### src/design/assert_macros.svh
// Concurrent assertion helpers shared by the RTL.
// Build with NO_ASSERTIONS defined to drop every check.
`ifndef ASSERT_MACROS_SVH
`define ASSERT_MACROS_SVH

`ifndef NO_ASSERTIONS

// Same-cycle implication: cons must hold whenever ante holds.
`define CO2IV_ASSERT_IMP(label, clk, rstn, ante, cons) \
    label: assert property (@(posedge clk) disable iff (!(rstn)) (ante) |-> (cons)) \
        else $error("co2iv implication check failed");

// Next-cycle implication: cons must hold in the cycle after ante.
`define CO2IV_ASSERT_NXT(label, clk, rstn, ante, cons) \
    label: assert property (@(posedge clk) disable iff (!(rstn)) (ante) |=> (cons)) \
        else $error("co2iv next-cycle check failed");

`else

`define CO2IV_ASSERT_IMP(label, clk, rstn, ante, cons)
`define CO2IV_ASSERT_NXT(label, clk, rstn, ante, cons)

`endif

`endif

### src/design/co2iv_pkg.sv
`timescale 1ns / 1ps

package co2iv_pkg;

    localparam int unsigned CFG_IDX_W  = 4;
    localparam int unsigned CFG_DATA_W = 16;

    localparam logic [CFG_IDX_W-1:0] CFG_TARGET      = 4'd0;
    localparam logic [CFG_IDX_W-1:0] CFG_BAND        = 4'd1;
    localparam logic [CFG_IDX_W-1:0] CFG_CRITICAL    = 4'd2;
    localparam logic [CFG_IDX_W-1:0] CFG_VENT_MARGIN = 4'd3;
    localparam logic [CFG_IDX_W-1:0] CFG_VALVE_GAIN  = 4'd4;
    localparam logic [CFG_IDX_W-1:0] CFG_FAN_GAIN    = 4'd5;
    localparam logic [CFG_IDX_W-1:0] CFG_MIXING      = 4'd6;
    localparam logic [CFG_IDX_W-1:0] CFG_ACTIVE_VENT = 4'd7;

    localparam logic [10:0] TARGET_LOW  = 11'd200;
    localparam logic [10:0] TARGET_HIGH = 11'd1500;

    localparam logic REQ_SAMPLE = 1'b0;
    localparam logic REQ_TICK   = 1'b1;

    typedef enum logic [2:0] {
        MODE_IDLE      = 3'd0,
        MODE_INJECTING = 3'd1,
        MODE_MIXING    = 3'd2,
        MODE_EMERG     = 3'd3,
        MODE_VENT      = 3'd4
    } mode_t;

    typedef struct packed {
        logic [10:0] target_ppm;
        logic [9:0]  band_ppm;
        logic [13:0] critical_ppm;
        logic [12:0] vent_margin_ppm;
        logic [15:0] valve_gain_q8;
        logic [15:0] fan_gain_q8;
        logic [15:0] mixing_ms;
        logic        active_vent_on;
    } cfg_t;

    typedef struct packed {
        mode_t       mode;
        logic [15:0] valve_timer;
        logic [15:0] mixing_timer;
        logic [13:0] last_co2;
        logic [9:0]  fan_level;
        logic        valve_state;
        logic        warning;
    } ctl_state_t;

endpackage

### src/design/co2iv_cfg_regs.sv
`timescale 1ns / 1ps

module co2iv_cfg_regs
    import co2iv_pkg::*;
(
    input  logic                  aclk,
    input  logic                  aresetn,
    input  logic                  wr_en,
    input  logic [CFG_IDX_W-1:0]  wr_index,
    input  logic [CFG_DATA_W-1:0] wr_data,
    output cfg_t                  cfg
);

    cfg_t cfg_reg;
    cfg_t cfg_next;
    logic target_ok;

    assign target_ok = (wr_data[10:0] >= TARGET_LOW) && (wr_data[10:0] <= TARGET_HIGH);

    always_comb begin
        cfg_next = cfg_reg;
        if (wr_en) begin
            unique case (wr_index)
                CFG_TARGET: begin
                    // drop a setpoint outside the legal window
                    if (target_ok) begin
                        cfg_next.target_ppm = wr_data[10:0];
                    end
                end
                CFG_BAND:        cfg_next.band_ppm        = wr_data[9:0];
                CFG_CRITICAL:    cfg_next.critical_ppm    = wr_data[13:0];
                CFG_VENT_MARGIN: cfg_next.vent_margin_ppm = wr_data[12:0];
                CFG_VALVE_GAIN:  cfg_next.valve_gain_q8   = wr_data;
                CFG_FAN_GAIN:    cfg_next.fan_gain_q8     = wr_data;
                CFG_MIXING:      cfg_next.mixing_ms       = wr_data;
                CFG_ACTIVE_VENT: cfg_next.active_vent_on  = wr_data[0];
                default: ;
            endcase
        end
    end

    always_ff @(posedge aclk) begin
        if (!aresetn) begin
            cfg_reg.target_ppm      <= 11'd800;
            cfg_reg.band_ppm        <= 10'd50;
            cfg_reg.critical_ppm    <= 14'd2000;
            cfg_reg.vent_margin_ppm <= 13'd200;
            cfg_reg.valve_gain_q8   <= 16'd2560;
            cfg_reg.fan_gain_q8     <= 16'd256;
            cfg_reg.mixing_ms       <= 16'd10000;
            cfg_reg.active_vent_on  <= 1'b0;
        end else begin
            cfg_reg <= cfg_next;
        end
    end

    assign cfg = cfg_reg;

endmodule

### src/design/co2iv_step.sv
`timescale 1ns / 1ps

module co2iv_step
    import co2iv_pkg::*;
#(
    parameter int unsigned VALVE_MIN_MS = 100,
    parameter int unsigned VALVE_MAX_MS = 10000,
    parameter int unsigned FAN_MIN      = 100,
    parameter int unsigned FAN_MAX      = 1000
) (
    input  cfg_t        cfg,
    input  ctl_state_t  cur,
    input  logic        req_type,
    input  logic [13:0] co2_ppm,
    output ctl_state_t  nxt
);

    logic [11:0] thr_band;      // target + band
    logic [14:0] co2_band;      // co2 + band
    logic [13:0] thr_vent;      // target + vent margin
    logic        enter_emerg;
    mode_t       mode_pre;
    logic [13:0] valve_diff;
    logic [13:0] fan_diff;
    logic [13:0] mul_a;
    logic [15:0] mul_b;
    logic [29:0] prod;
    logic [21:0] scaled;
    logic [15:0] valve_time;
    logic [9:0]  fan_drive;

    assign thr_band    = {1'b0, cfg.target_ppm} + {2'b00, cfg.band_ppm};
    assign co2_band    = {1'b0, co2_ppm} + {5'd0, cfg.band_ppm};
    assign thr_vent    = {3'd0, cfg.target_ppm} + {1'b0, cfg.vent_margin_ppm};
    assign enter_emerg = (co2_ppm > cfg.critical_ppm) && (cur.mode != MODE_EMERG);
    assign mode_pre    = enter_emerg ? MODE_EMERG : cur.mode;

    // Only one of the two products is ever used for a sample, so share the multiplier.
    assign valve_diff = {2'b00, thr_band} - co2_ppm;
    assign fan_diff   = co2_ppm - {2'b00, thr_band};
    assign mul_a      = (mode_pre == MODE_IDLE) ? valve_diff : fan_diff;
    assign mul_b      = (mode_pre == MODE_IDLE) ? cfg.valve_gain_q8 : cfg.fan_gain_q8;
    assign prod       = {16'd0, mul_a} * {14'd0, mul_b};
    assign scaled     = prod[29:8];

    // Clamp high first, then low.
    always_comb begin
        if (scaled > 22'(VALVE_MAX_MS)) begin
            valve_time = 16'(VALVE_MAX_MS);
        end else if (scaled < 22'(VALVE_MIN_MS)) begin
            valve_time = 16'(VALVE_MIN_MS);
        end else begin
            valve_time = scaled[15:0];
        end
        if (scaled > 22'(FAN_MAX)) begin
            fan_drive = 10'(FAN_MAX);
        end else if (scaled < 22'(FAN_MIN)) begin
            fan_drive = 10'(FAN_MIN);
        end else begin
            fan_drive = scaled[9:0];
        end
    end

    always_comb begin
        nxt = cur;
        if (req_type == REQ_TICK) begin
            if (cur.mixing_timer != 16'd0) begin
                nxt.mixing_timer = cur.mixing_timer - 16'd1;
                if (nxt.mixing_timer == 16'd0 && nxt.mode == MODE_MIXING) begin
                    nxt.mode = MODE_IDLE;
                end
            end
            if (cur.valve_timer != 16'd0) begin
                nxt.valve_timer = cur.valve_timer - 16'd1;
                if (nxt.valve_timer == 16'd0 && nxt.mode == MODE_INJECTING) begin
                    nxt.valve_state  = 1'b0;
                    nxt.mode         = MODE_MIXING;
                    nxt.mixing_timer = (cfg.mixing_ms != 16'd0) ? cfg.mixing_ms : 16'd1;
                end
            end
        end else begin
            nxt.last_co2 = co2_ppm;
            if (enter_emerg) begin
                nxt.valve_state  = 1'b0;
                nxt.fan_level    = 10'(FAN_MAX);
                nxt.valve_timer  = 16'd0;
                nxt.mixing_timer = 16'd0;
                nxt.mode         = MODE_EMERG;
                nxt.warning      = 1'b1;
            end
            unique case (mode_pre)
                MODE_IDLE: begin
                    if (co2_band < {4'd0, cfg.target_ppm}) begin
                        nxt.fan_level   = 10'd0;
                        nxt.valve_timer = valve_time;
                        nxt.valve_state = 1'b1;
                        nxt.mode        = MODE_INJECTING;
                    end else if (co2_ppm > thr_vent) begin
                        nxt.valve_state = 1'b0;
                        if (cfg.active_vent_on) begin
                            nxt.mode = MODE_VENT;
                        end
                    end else begin
                        nxt.valve_state  = 1'b0;
                        nxt.fan_level    = 10'd0;
                        nxt.valve_timer  = 16'd0;
                        nxt.mixing_timer = 16'd0;
                        nxt.warning      = 1'b0;
                    end
                end
                MODE_VENT: begin
                    if (!cfg.active_vent_on || co2_ppm <= {2'b00, thr_band}) begin
                        nxt.fan_level = 10'd0;
                        nxt.mode      = MODE_IDLE;
                    end else begin
                        nxt.fan_level = fan_drive;
                    end
                end
                MODE_EMERG: begin
                    if (co2_ppm <= {2'b00, thr_band}) begin
                        nxt.fan_level = 10'd0;
                        nxt.mode      = MODE_IDLE;
                        nxt.warning   = 1'b0;
                    end else begin
                        nxt.fan_level = fan_drive;
                    end
                end
                default: ;
            endcase
        end
    end

endmodule

### src/design/co2_injection_ventilation_controller.sv
`timescale 1ns / 1ps
`include "assert_macros.svh"

// CO2 injection and ventilation controller. Each input beat is either a sensor
// sample (s_req_type = 0, level in s_co2_ppm) or a one-millisecond tick
// (s_req_type = 1), and each one yields exactly one result beat with the valve,
// fan, warning, mode and latest level as they stand after that item. A sample
// above critical_ppm forces emergency ventilation and raises m_warning; in idle
// a low level opens the valve for a clamped proportional time, after which the
// block waits through the mixing period; a high level with active_vent_on set
// drives the fan proportionally. Throughput is one item per clock while m_ready
// stays high: an item is held in the input register, then a single pass of
// compare, one shared 14x16 multiply and clamp updates the controller state,
// which is also the result register. An accepted item passes the input register
// and then the state register; it waits in the input register while an earlier
// result is untaken, and an empty input register still accepts then, so one
// further item can be parked. Configuration writes (cfg_valid/cfg_ready, index
// as listed below) are always accepted and should only be issued while the
// block holds no pending item. Register indexes: 0 target_ppm (writes outside
// 200..1500 are dropped), 1 band_ppm, 2 critical_ppm, 3 vent_margin_ppm,
// 4 valve_gain_q8, 5 fan_gain_q8, 6 mixing_ms, 7 active_vent_on; higher
// indexes are ignored. Gains are unsigned Q8.8 with the product truncated.
module co2_injection_ventilation_controller
    import co2iv_pkg::*;
#(
    parameter int unsigned VALVE_MIN_MS = 100,
    parameter int unsigned VALVE_MAX_MS = 10000,
    parameter int unsigned FAN_MIN      = 100,
    parameter int unsigned FAN_MAX      = 1000
) (
    input  logic                  aclk,
    input  logic                  aresetn,

    input  logic                  s_valid,
    output logic                  s_ready,
    input  logic                  s_req_type,
    input  logic [13:0]           s_co2_ppm,

    output logic                  m_valid,
    input  logic                  m_ready,
    output logic                  m_valve_open,
    output logic [9:0]            m_fan_speed,
    output logic                  m_warning,
    output logic [2:0]            m_mode,
    output logic [13:0]           m_co2_level,

    input  logic                  cfg_valid,
    output logic                  cfg_ready,
    input  logic [CFG_IDX_W-1:0]  cfg_index,
    input  logic [CFG_DATA_W-1:0] cfg_data
);

    cfg_t        cfg;
    ctl_state_t  state_reg;
    ctl_state_t  state_next;

    logic        in_vld_reg;
    logic        in_vld_next;
    logic        in_req_reg;
    logic [13:0] in_co2_reg;
    logic        m_valid_reg;
    logic        m_valid_next;
    logic        advance;
    logic        s_fire;

    assign cfg_ready = 1'b1;

    co2iv_cfg_regs u_cfg (
        .aclk     (aclk),
        .aresetn  (aresetn),
        .wr_en    (cfg_valid & cfg_ready),
        .wr_index (cfg_index),
        .wr_data  (cfg_data),
        .cfg      (cfg)
    );

    // Advance the held item into the state once the result slot is free.
    assign advance = in_vld_reg && (!m_valid_reg || m_ready);
    assign s_ready = !in_vld_reg || advance;
    assign s_fire  = s_valid && s_ready;

    always_comb begin
        priority if (s_fire) begin
            in_vld_next = 1'b1;
        end else if (advance) begin
            in_vld_next = 1'b0;
        end else begin
            in_vld_next = in_vld_reg;
        end
        priority if (advance) begin
            m_valid_next = 1'b1;
        end else if (m_ready) begin
            m_valid_next = 1'b0;
        end else begin
            m_valid_next = m_valid_reg;
        end
    end

    co2iv_step #(
        .VALVE_MIN_MS (VALVE_MIN_MS),
        .VALVE_MAX_MS (VALVE_MAX_MS),
        .FAN_MIN      (FAN_MIN),
        .FAN_MAX      (FAN_MAX)
    ) u_step (
        .cfg      (cfg),
        .cur      (state_reg),
        .req_type (in_req_reg),
        .co2_ppm  (in_co2_reg),
        .nxt      (state_next)
    );

    // Input register payload: load on accept, hold otherwise.
    always_ff @(posedge aclk) begin
        if (s_fire) begin
            in_req_reg <= s_req_type;
            in_co2_reg <= s_co2_ppm;
        end
    end

    always_ff @(posedge aclk) begin
        if (!aresetn) begin
            in_vld_reg            <= 1'b0;
            m_valid_reg           <= 1'b0;
            state_reg.mode        <= MODE_IDLE;
            state_reg.valve_timer <= 16'd0;
            state_reg.mixing_timer <= 16'd0;
            state_reg.last_co2    <= 14'd0;
            state_reg.fan_level   <= 10'd0;
            state_reg.valve_state <= 1'b0;
            state_reg.warning     <= 1'b0;
        end else begin
            in_vld_reg  <= in_vld_next;
            m_valid_reg <= m_valid_next;
            if (advance) begin
                state_reg <= state_next;
            end
        end
    end

    // The controller state doubles as the result register.
    assign m_valid      = m_valid_reg;
    assign m_valve_open = state_reg.valve_state;
    assign m_fan_speed  = state_reg.fan_level;
    assign m_warning    = state_reg.warning;
    assign m_mode       = state_reg.mode;
    assign m_co2_level  = state_reg.last_co2;

    // Warning is raised only on the way into emergency and cleared on the way out.
    `CO2IV_ASSERT_IMP(a_warn_in_emerg, aclk, aresetn, m_warning, m_mode == MODE_EMERG)
    // The valve is open only while injecting.
    `CO2IV_ASSERT_IMP(a_valve_in_inject, aclk, aresetn, m_valve_open, m_mode == MODE_INJECTING)
    // A running mixing timer belongs to the mixing phase.
    `CO2IV_ASSERT_IMP(a_mix_timer_mode, aclk, aresetn, state_reg.mixing_timer != 16'd0, state_reg.mode == MODE_MIXING)
    // The fan runs only in emergency or ventilating.
    `CO2IV_ASSERT_IMP(a_fan_mode, aclk, aresetn, m_fan_speed != 10'd0, (m_mode == MODE_EMERG) || (m_mode == MODE_VENT))
    // With nothing held in the input register, a taken result leaves the slot empty.
    `CO2IV_ASSERT_NXT(a_out_drains, aclk, aresetn, m_valid && m_ready && !in_vld_reg, !m_valid)

endmodule
### config.mk
export PLATFORM = sky130hd
export DESIGN_NAME = co2_injection_ventilation_controller
export DESIGN_NICKNAME = d
export VERILOG_FILES = /design/src/design/co2iv_pkg.sv /design/src/design/co2iv_cfg_regs.sv /design/src/design/co2iv_step.sv /design/src/design/co2_injection_ventilation_controller.sv
export VERILOG_INCLUDE_DIRS = /design/src /design/src/design
export SDC_FILE = /design/constraint.sdc
export NUM_CORES = 1
export LEC_CHECK = 0
export ABC_AREA = 1
export BUFFER_PORTS_ARGS = -buffer_cell sky130_fd_sc_hd__clkbuf_2
export CAP_MARGIN = 0
export CORE_MARGIN = 4
export CORE_UTILIZATION = 30
export CTS_BUF_LIST = sky130_fd_sc_hd__clkbuf_4
export CTS_CLUSTER_SIZE = 30
export DETAILED_ROUTE_END_ITERATION = 16
export PLACE_DENSITY_LB_ADDON = 0.1
export SLEW_MARGIN = 15
export SYNTH_ARGS = -nofsm -noshare
export SYNTH_HDL_FRONTEND = slang
export SYNTH_SLANG_ARGS = --single-unit
### constraint.sdc
create_clock -name aclk -period 28.8 [get_ports aclk]
set_input_delay 2.88 -clock aclk [delete_from_list [all_inputs] [get_ports aclk]]
set_output_delay 2.88 -clock aclk [all_outputs]
set_load 0.01 [all_outputs]
==> results.sh <==
export IMPL_die_h_um=263
export IMPL_cts_buffer_depth=2
export IMPL_htreeDepth=4
export IMPL_post_route_cells_drive_above_1_share=0.0643
export IMPL_fmax_mhz=89.5
export IMPL_synthesis_yosys_warnings=0
export IMPL_initial_utilization=0.303
export IMPL_seq_area_frac_synth=0.187
export IMPL_arrival_time_worst_endpoint_ns=11.71
export IMPL_post_cts_resize_count=0
export IMPL_final_max_slew_violation_count=0
export IMPL_slowest_delay_ns=0.61
export IMPL_ir_worst_vdd_uv=68.4
export IMPL_clockPowerShare=0.077
export IMPL_postSynthRegisterBits=175
export IMPL_largest_register_ff_count=97
export IMPL_antenna_found_initial=1
export IMPL_final_ws_setup_ns=17.62
export IMPL_post_detailed_placement_cell_area_mm2=0.0207
export IMPL_crit_buf_inv=7
export IMPL_finalInstanceArea_mm2=0.0210
export IMPL_die_width_um=263
export IMPL_cpMaxStageDelayCell="sky130_fd_sc_hd__xor2_1"
export IMPL_syn2layout_area_growth_pct=7.60
export IMPL_timing_hold_worst_class="reg2reg"
export IMPL_fp_row_count=93
export IMPL_drc_violations_left=0
export IMPL_cell_taking_the_most_area_after_synthesis="sky130_fd_sc_hd__fa_1"
export IMPL_dr_total_vias=17800
export IMPL_detailed_placement_hpwl_um=53000
export IMPL_power_frac_seq=0.130
export IMPL_cts_sinks=175
export IMPL_design_die_area_mm2=0.0693
export IMPL_post_layout_nonfiller_instances=3610
export IMPL_synth_nets=3123
export IMPL_cp_end_kind="register"
export IMPL_place_worst_setup_slack_ns=17.54
export IMPL_run_status="complete, no violations"
export IMPL_post_synth_top_count_cell="sky130_fd_sc_hd__inv_1"
export IMPL_crit_fanout=11
export IMPL_hold_path_startpoint="u_cfg.cfg[27]"
export IMPL_worst_path_dominant_cell_family="adder cells"
export IMPL_worstMarginPinSlew_ns=1.15
export IMPL_p_leak_nw=10.6
export IMPL_routabilityCongestion=0.857
export IMPL_dp_cells=3577
export IMPL_clkTransAtPathRegs_ns=0.20
export IMPL_core_area_mm2=0.0645
export IMPL_drt_pass1_iter_count=5
export IMPL_timing_critical_path_required_ns=29.33
export IMPL_routed_via_density=4.92
export IMPL_setup_viol=0
export IMPL_rsz0062_at_grt="false"
export IMPL_clk_latency_ns=0.64
export IMPL_first_pass_grt_wire_length_um=105000
export IMPL_post_synth_inst_count=2725
export IMPL_numPortBuffers=70
export IMPL_worstReg2RegStart="u_cfg.cfg[88]"
export IMPL_pwr_density_cell_mw_per_mm2=99.1
export IMPL_synth_avg_cell_area_um2=7.17
export IMPL_tns_ns=0
export IMPL_worst_r2r_path_depth=48
export IMPL_hold_buffers=0
export IMPL_switchingPower_mw=1.23
export IMPL_maxCapViolCount=0
export IMPL_ys_async_sr_fraction=0
export IMPL_cts_buffers_inserted=17
export IMPL_power_share_switching=0.593
export IMPL_final_setup_skew_ns=0.0510
export IMPL_netlist_top_cells_area="sky130_fd_sc_hd__fa_1 (17%), sky130_fd_sc_hd__dfxtp_1 (16%), sky130_fd_sc_hd__ha_1 (12%), sky130_fd_sc_hd__inv_1 (9.4%), sky130_fd_sc_hd__nand2_1 (9.0%)"
export IMPL_timing_final_crit_period_ns=11.18
export IMPL_first_global_vias=18100
export IMPL_synth_ff_type="sky130_fd_sc_hd__dfxtp_1"
export IMPL_startpoint_types="register"
export IMPL_clk_root_buffer_cell="sky130_fd_sc_hd__clkbuf_4"
export IMPL_cts_tree="built"
export IMPL_synth_cell_types=57
export IMPL_grt_start_max_net_pins=116
export IMPL_ant_nets=0
export IMPL_p_int_mw=0.848
export IMPL_setup_worst_path_class="reg2reg"
export IMPL_cp_depth=48
export IMPL_hold_viol_final=0
export IMPL_origin_of_the_worst_setup_path="u_cfg.cfg[88]"
export IMPL_drt_wirelength_um=66700
export IMPL_gr_usage_all_layers=0.192
export IMPL_synth_edff_count=15
export IMPL_yosys_top_cells_count="sky130_fd_sc_hd__inv_1 (487), sky130_fd_sc_hd__nand2_1 (468), sky130_fd_sc_hd__nor2_1 (278)"
export IMPL_netlist_area_leader_share=0.173
export IMPL_filler_cell_count=7197
export IMPL_io_pin_count=72
export IMPL_hold_path_cell_count=2
export IMPL_hold_ws_ns=0.467
export IMPL_grt_remaining_overflow=0
export IMPL_max_slew_margin_rel=0.233
export IMPL_power_frac_comb=0.793
export IMPL_synth_area_mm2=0.0195
export IMPL_number_of_design_rule_violations_left_by_the_first_detailed_router_iteration=1012
export IMPL_drt_wirelength_per_cell_um=18.5
export IMPL_cts_setup_buffers=0
export IMPL_timing_final_crit_share=0.388
export IMPL_design_final_nets=3139
[layout by cell type, fill, tap and decap left out, types with 15 or more instances in the layout]
master	n
sky130_fd_sc_hd__inv_1	487
sky130_fd_sc_hd__nand2_1	468
sky130_fd_sc_hd__nor2_1	277
sky130_fd_sc_hd__a21oi_1	212
sky130_fd_sc_hd__o21ai_0	206
sky130_fd_sc_hd__ha_1	189
sky130_fd_sc_hd__fa_1	169
sky130_fd_sc_hd__dfxtp_1	160
sky130_fd_sc_hd__nand3_1	122
sky130_fd_sc_hd__clkbuf_2	69
sky130_fd_sc_hd__xor2_1	46
sky130_fd_sc_hd__o211ai_1	42
sky130_fd_sc_hd__buf_4	33
sky130_fd_sc_hd__nand4_1	28
sky130_fd_sc_hd__nor3_1	25
sky130_fd_sc_hd__xnor2_1	19
sky130_fd_sc_hd__a31oi_1	17
sky130_fd_sc_hd__clkbuf_4	17
sky130_fd_sc_hd__edfxtp_1	15
[cell type report]
| type | count | area (µm²) | area share |
|---|---|---|---|
| clock inverter | 15 | 179 | 0.00851 |
| inverter | 499 | 1870 | 0.0891 |
| multi-input combinational | 1946 | 13500 | 0.643 |
| sequential | 175 | 3650 | 0.174 |
| antenna | 1 | 2.50 | 0.000119 |
| tap | 855 | 1070 | 0.0509 |
| timing repair buffer | 102 | 593 | 0.0282 |
| clock buffer | 17 | 128 | 0.00607 |
[final timing paths]
check | end | slack (ns)
min reg2reg | u_cfg.cfg[27] | 0.47
min | u_cfg.cfg[27] | 0.47
max reg2reg | m_fan_speed[6] | 17.62
max | m_fan_speed[6] | 17.62
[stage by stage]
step	power, mW	utilization
after floorplan	1.42	-
after global placement	1.95	0.321
after detailed placement	1.93	0.321
after CTS	2.11	0.326
after global routing	2.34	0.326
final	2.08	0.326
[layer usage]
| layer | wire [µm] | global-route usage |
|---|---|---|
| met4 | 1440 | 0.0461 |
| met5 | 0 | 0 |
| met3 | 2540 | 0.0228 |
| met1 | 31100 | 0.260 |
| met2 | 31600 | 0.327 |
[power groups by stage]
stage | sequential [mW] | clock (mW) | combinational [mW]
after floorplan | 0.270 | 0 | 1.15
after global placement | 0.275 | 0 | 1.67
after detailed placement | 0.275 | 0 | 1.65
after CTS | 0.270 | 0.169 | 1.67
after global routing | 0.271 | 0.176 | 1.89
final | 0.270 | 0.161 | 1.65
[kinds of logic after synthesis]
group	synth area share
AND/OR/NAND/NOR	0.213
adder cells (fa/ha/maj)	0.294
XOR/XNOR	0.0313
multiplexers	0.00160
buffers and inverters	0.122
AO/OA/AOI/OAI	0.150
other	0.000192
flip-flops	0.187
[worst reg2reg max path: cells and delay by family (launching register included)]
kind                       cells  cell delay [ns]
adders and majority gates      9             4.27
AOI/OAI and AO/OA             15             2.58
and+or+nand+nor               14             1.79
xor gates and xnor gates       3             1.10
buffers and inverters          7             0.98
DFF                            1             0.38
No activity file was read; power rests on OpenSTA's default activity.
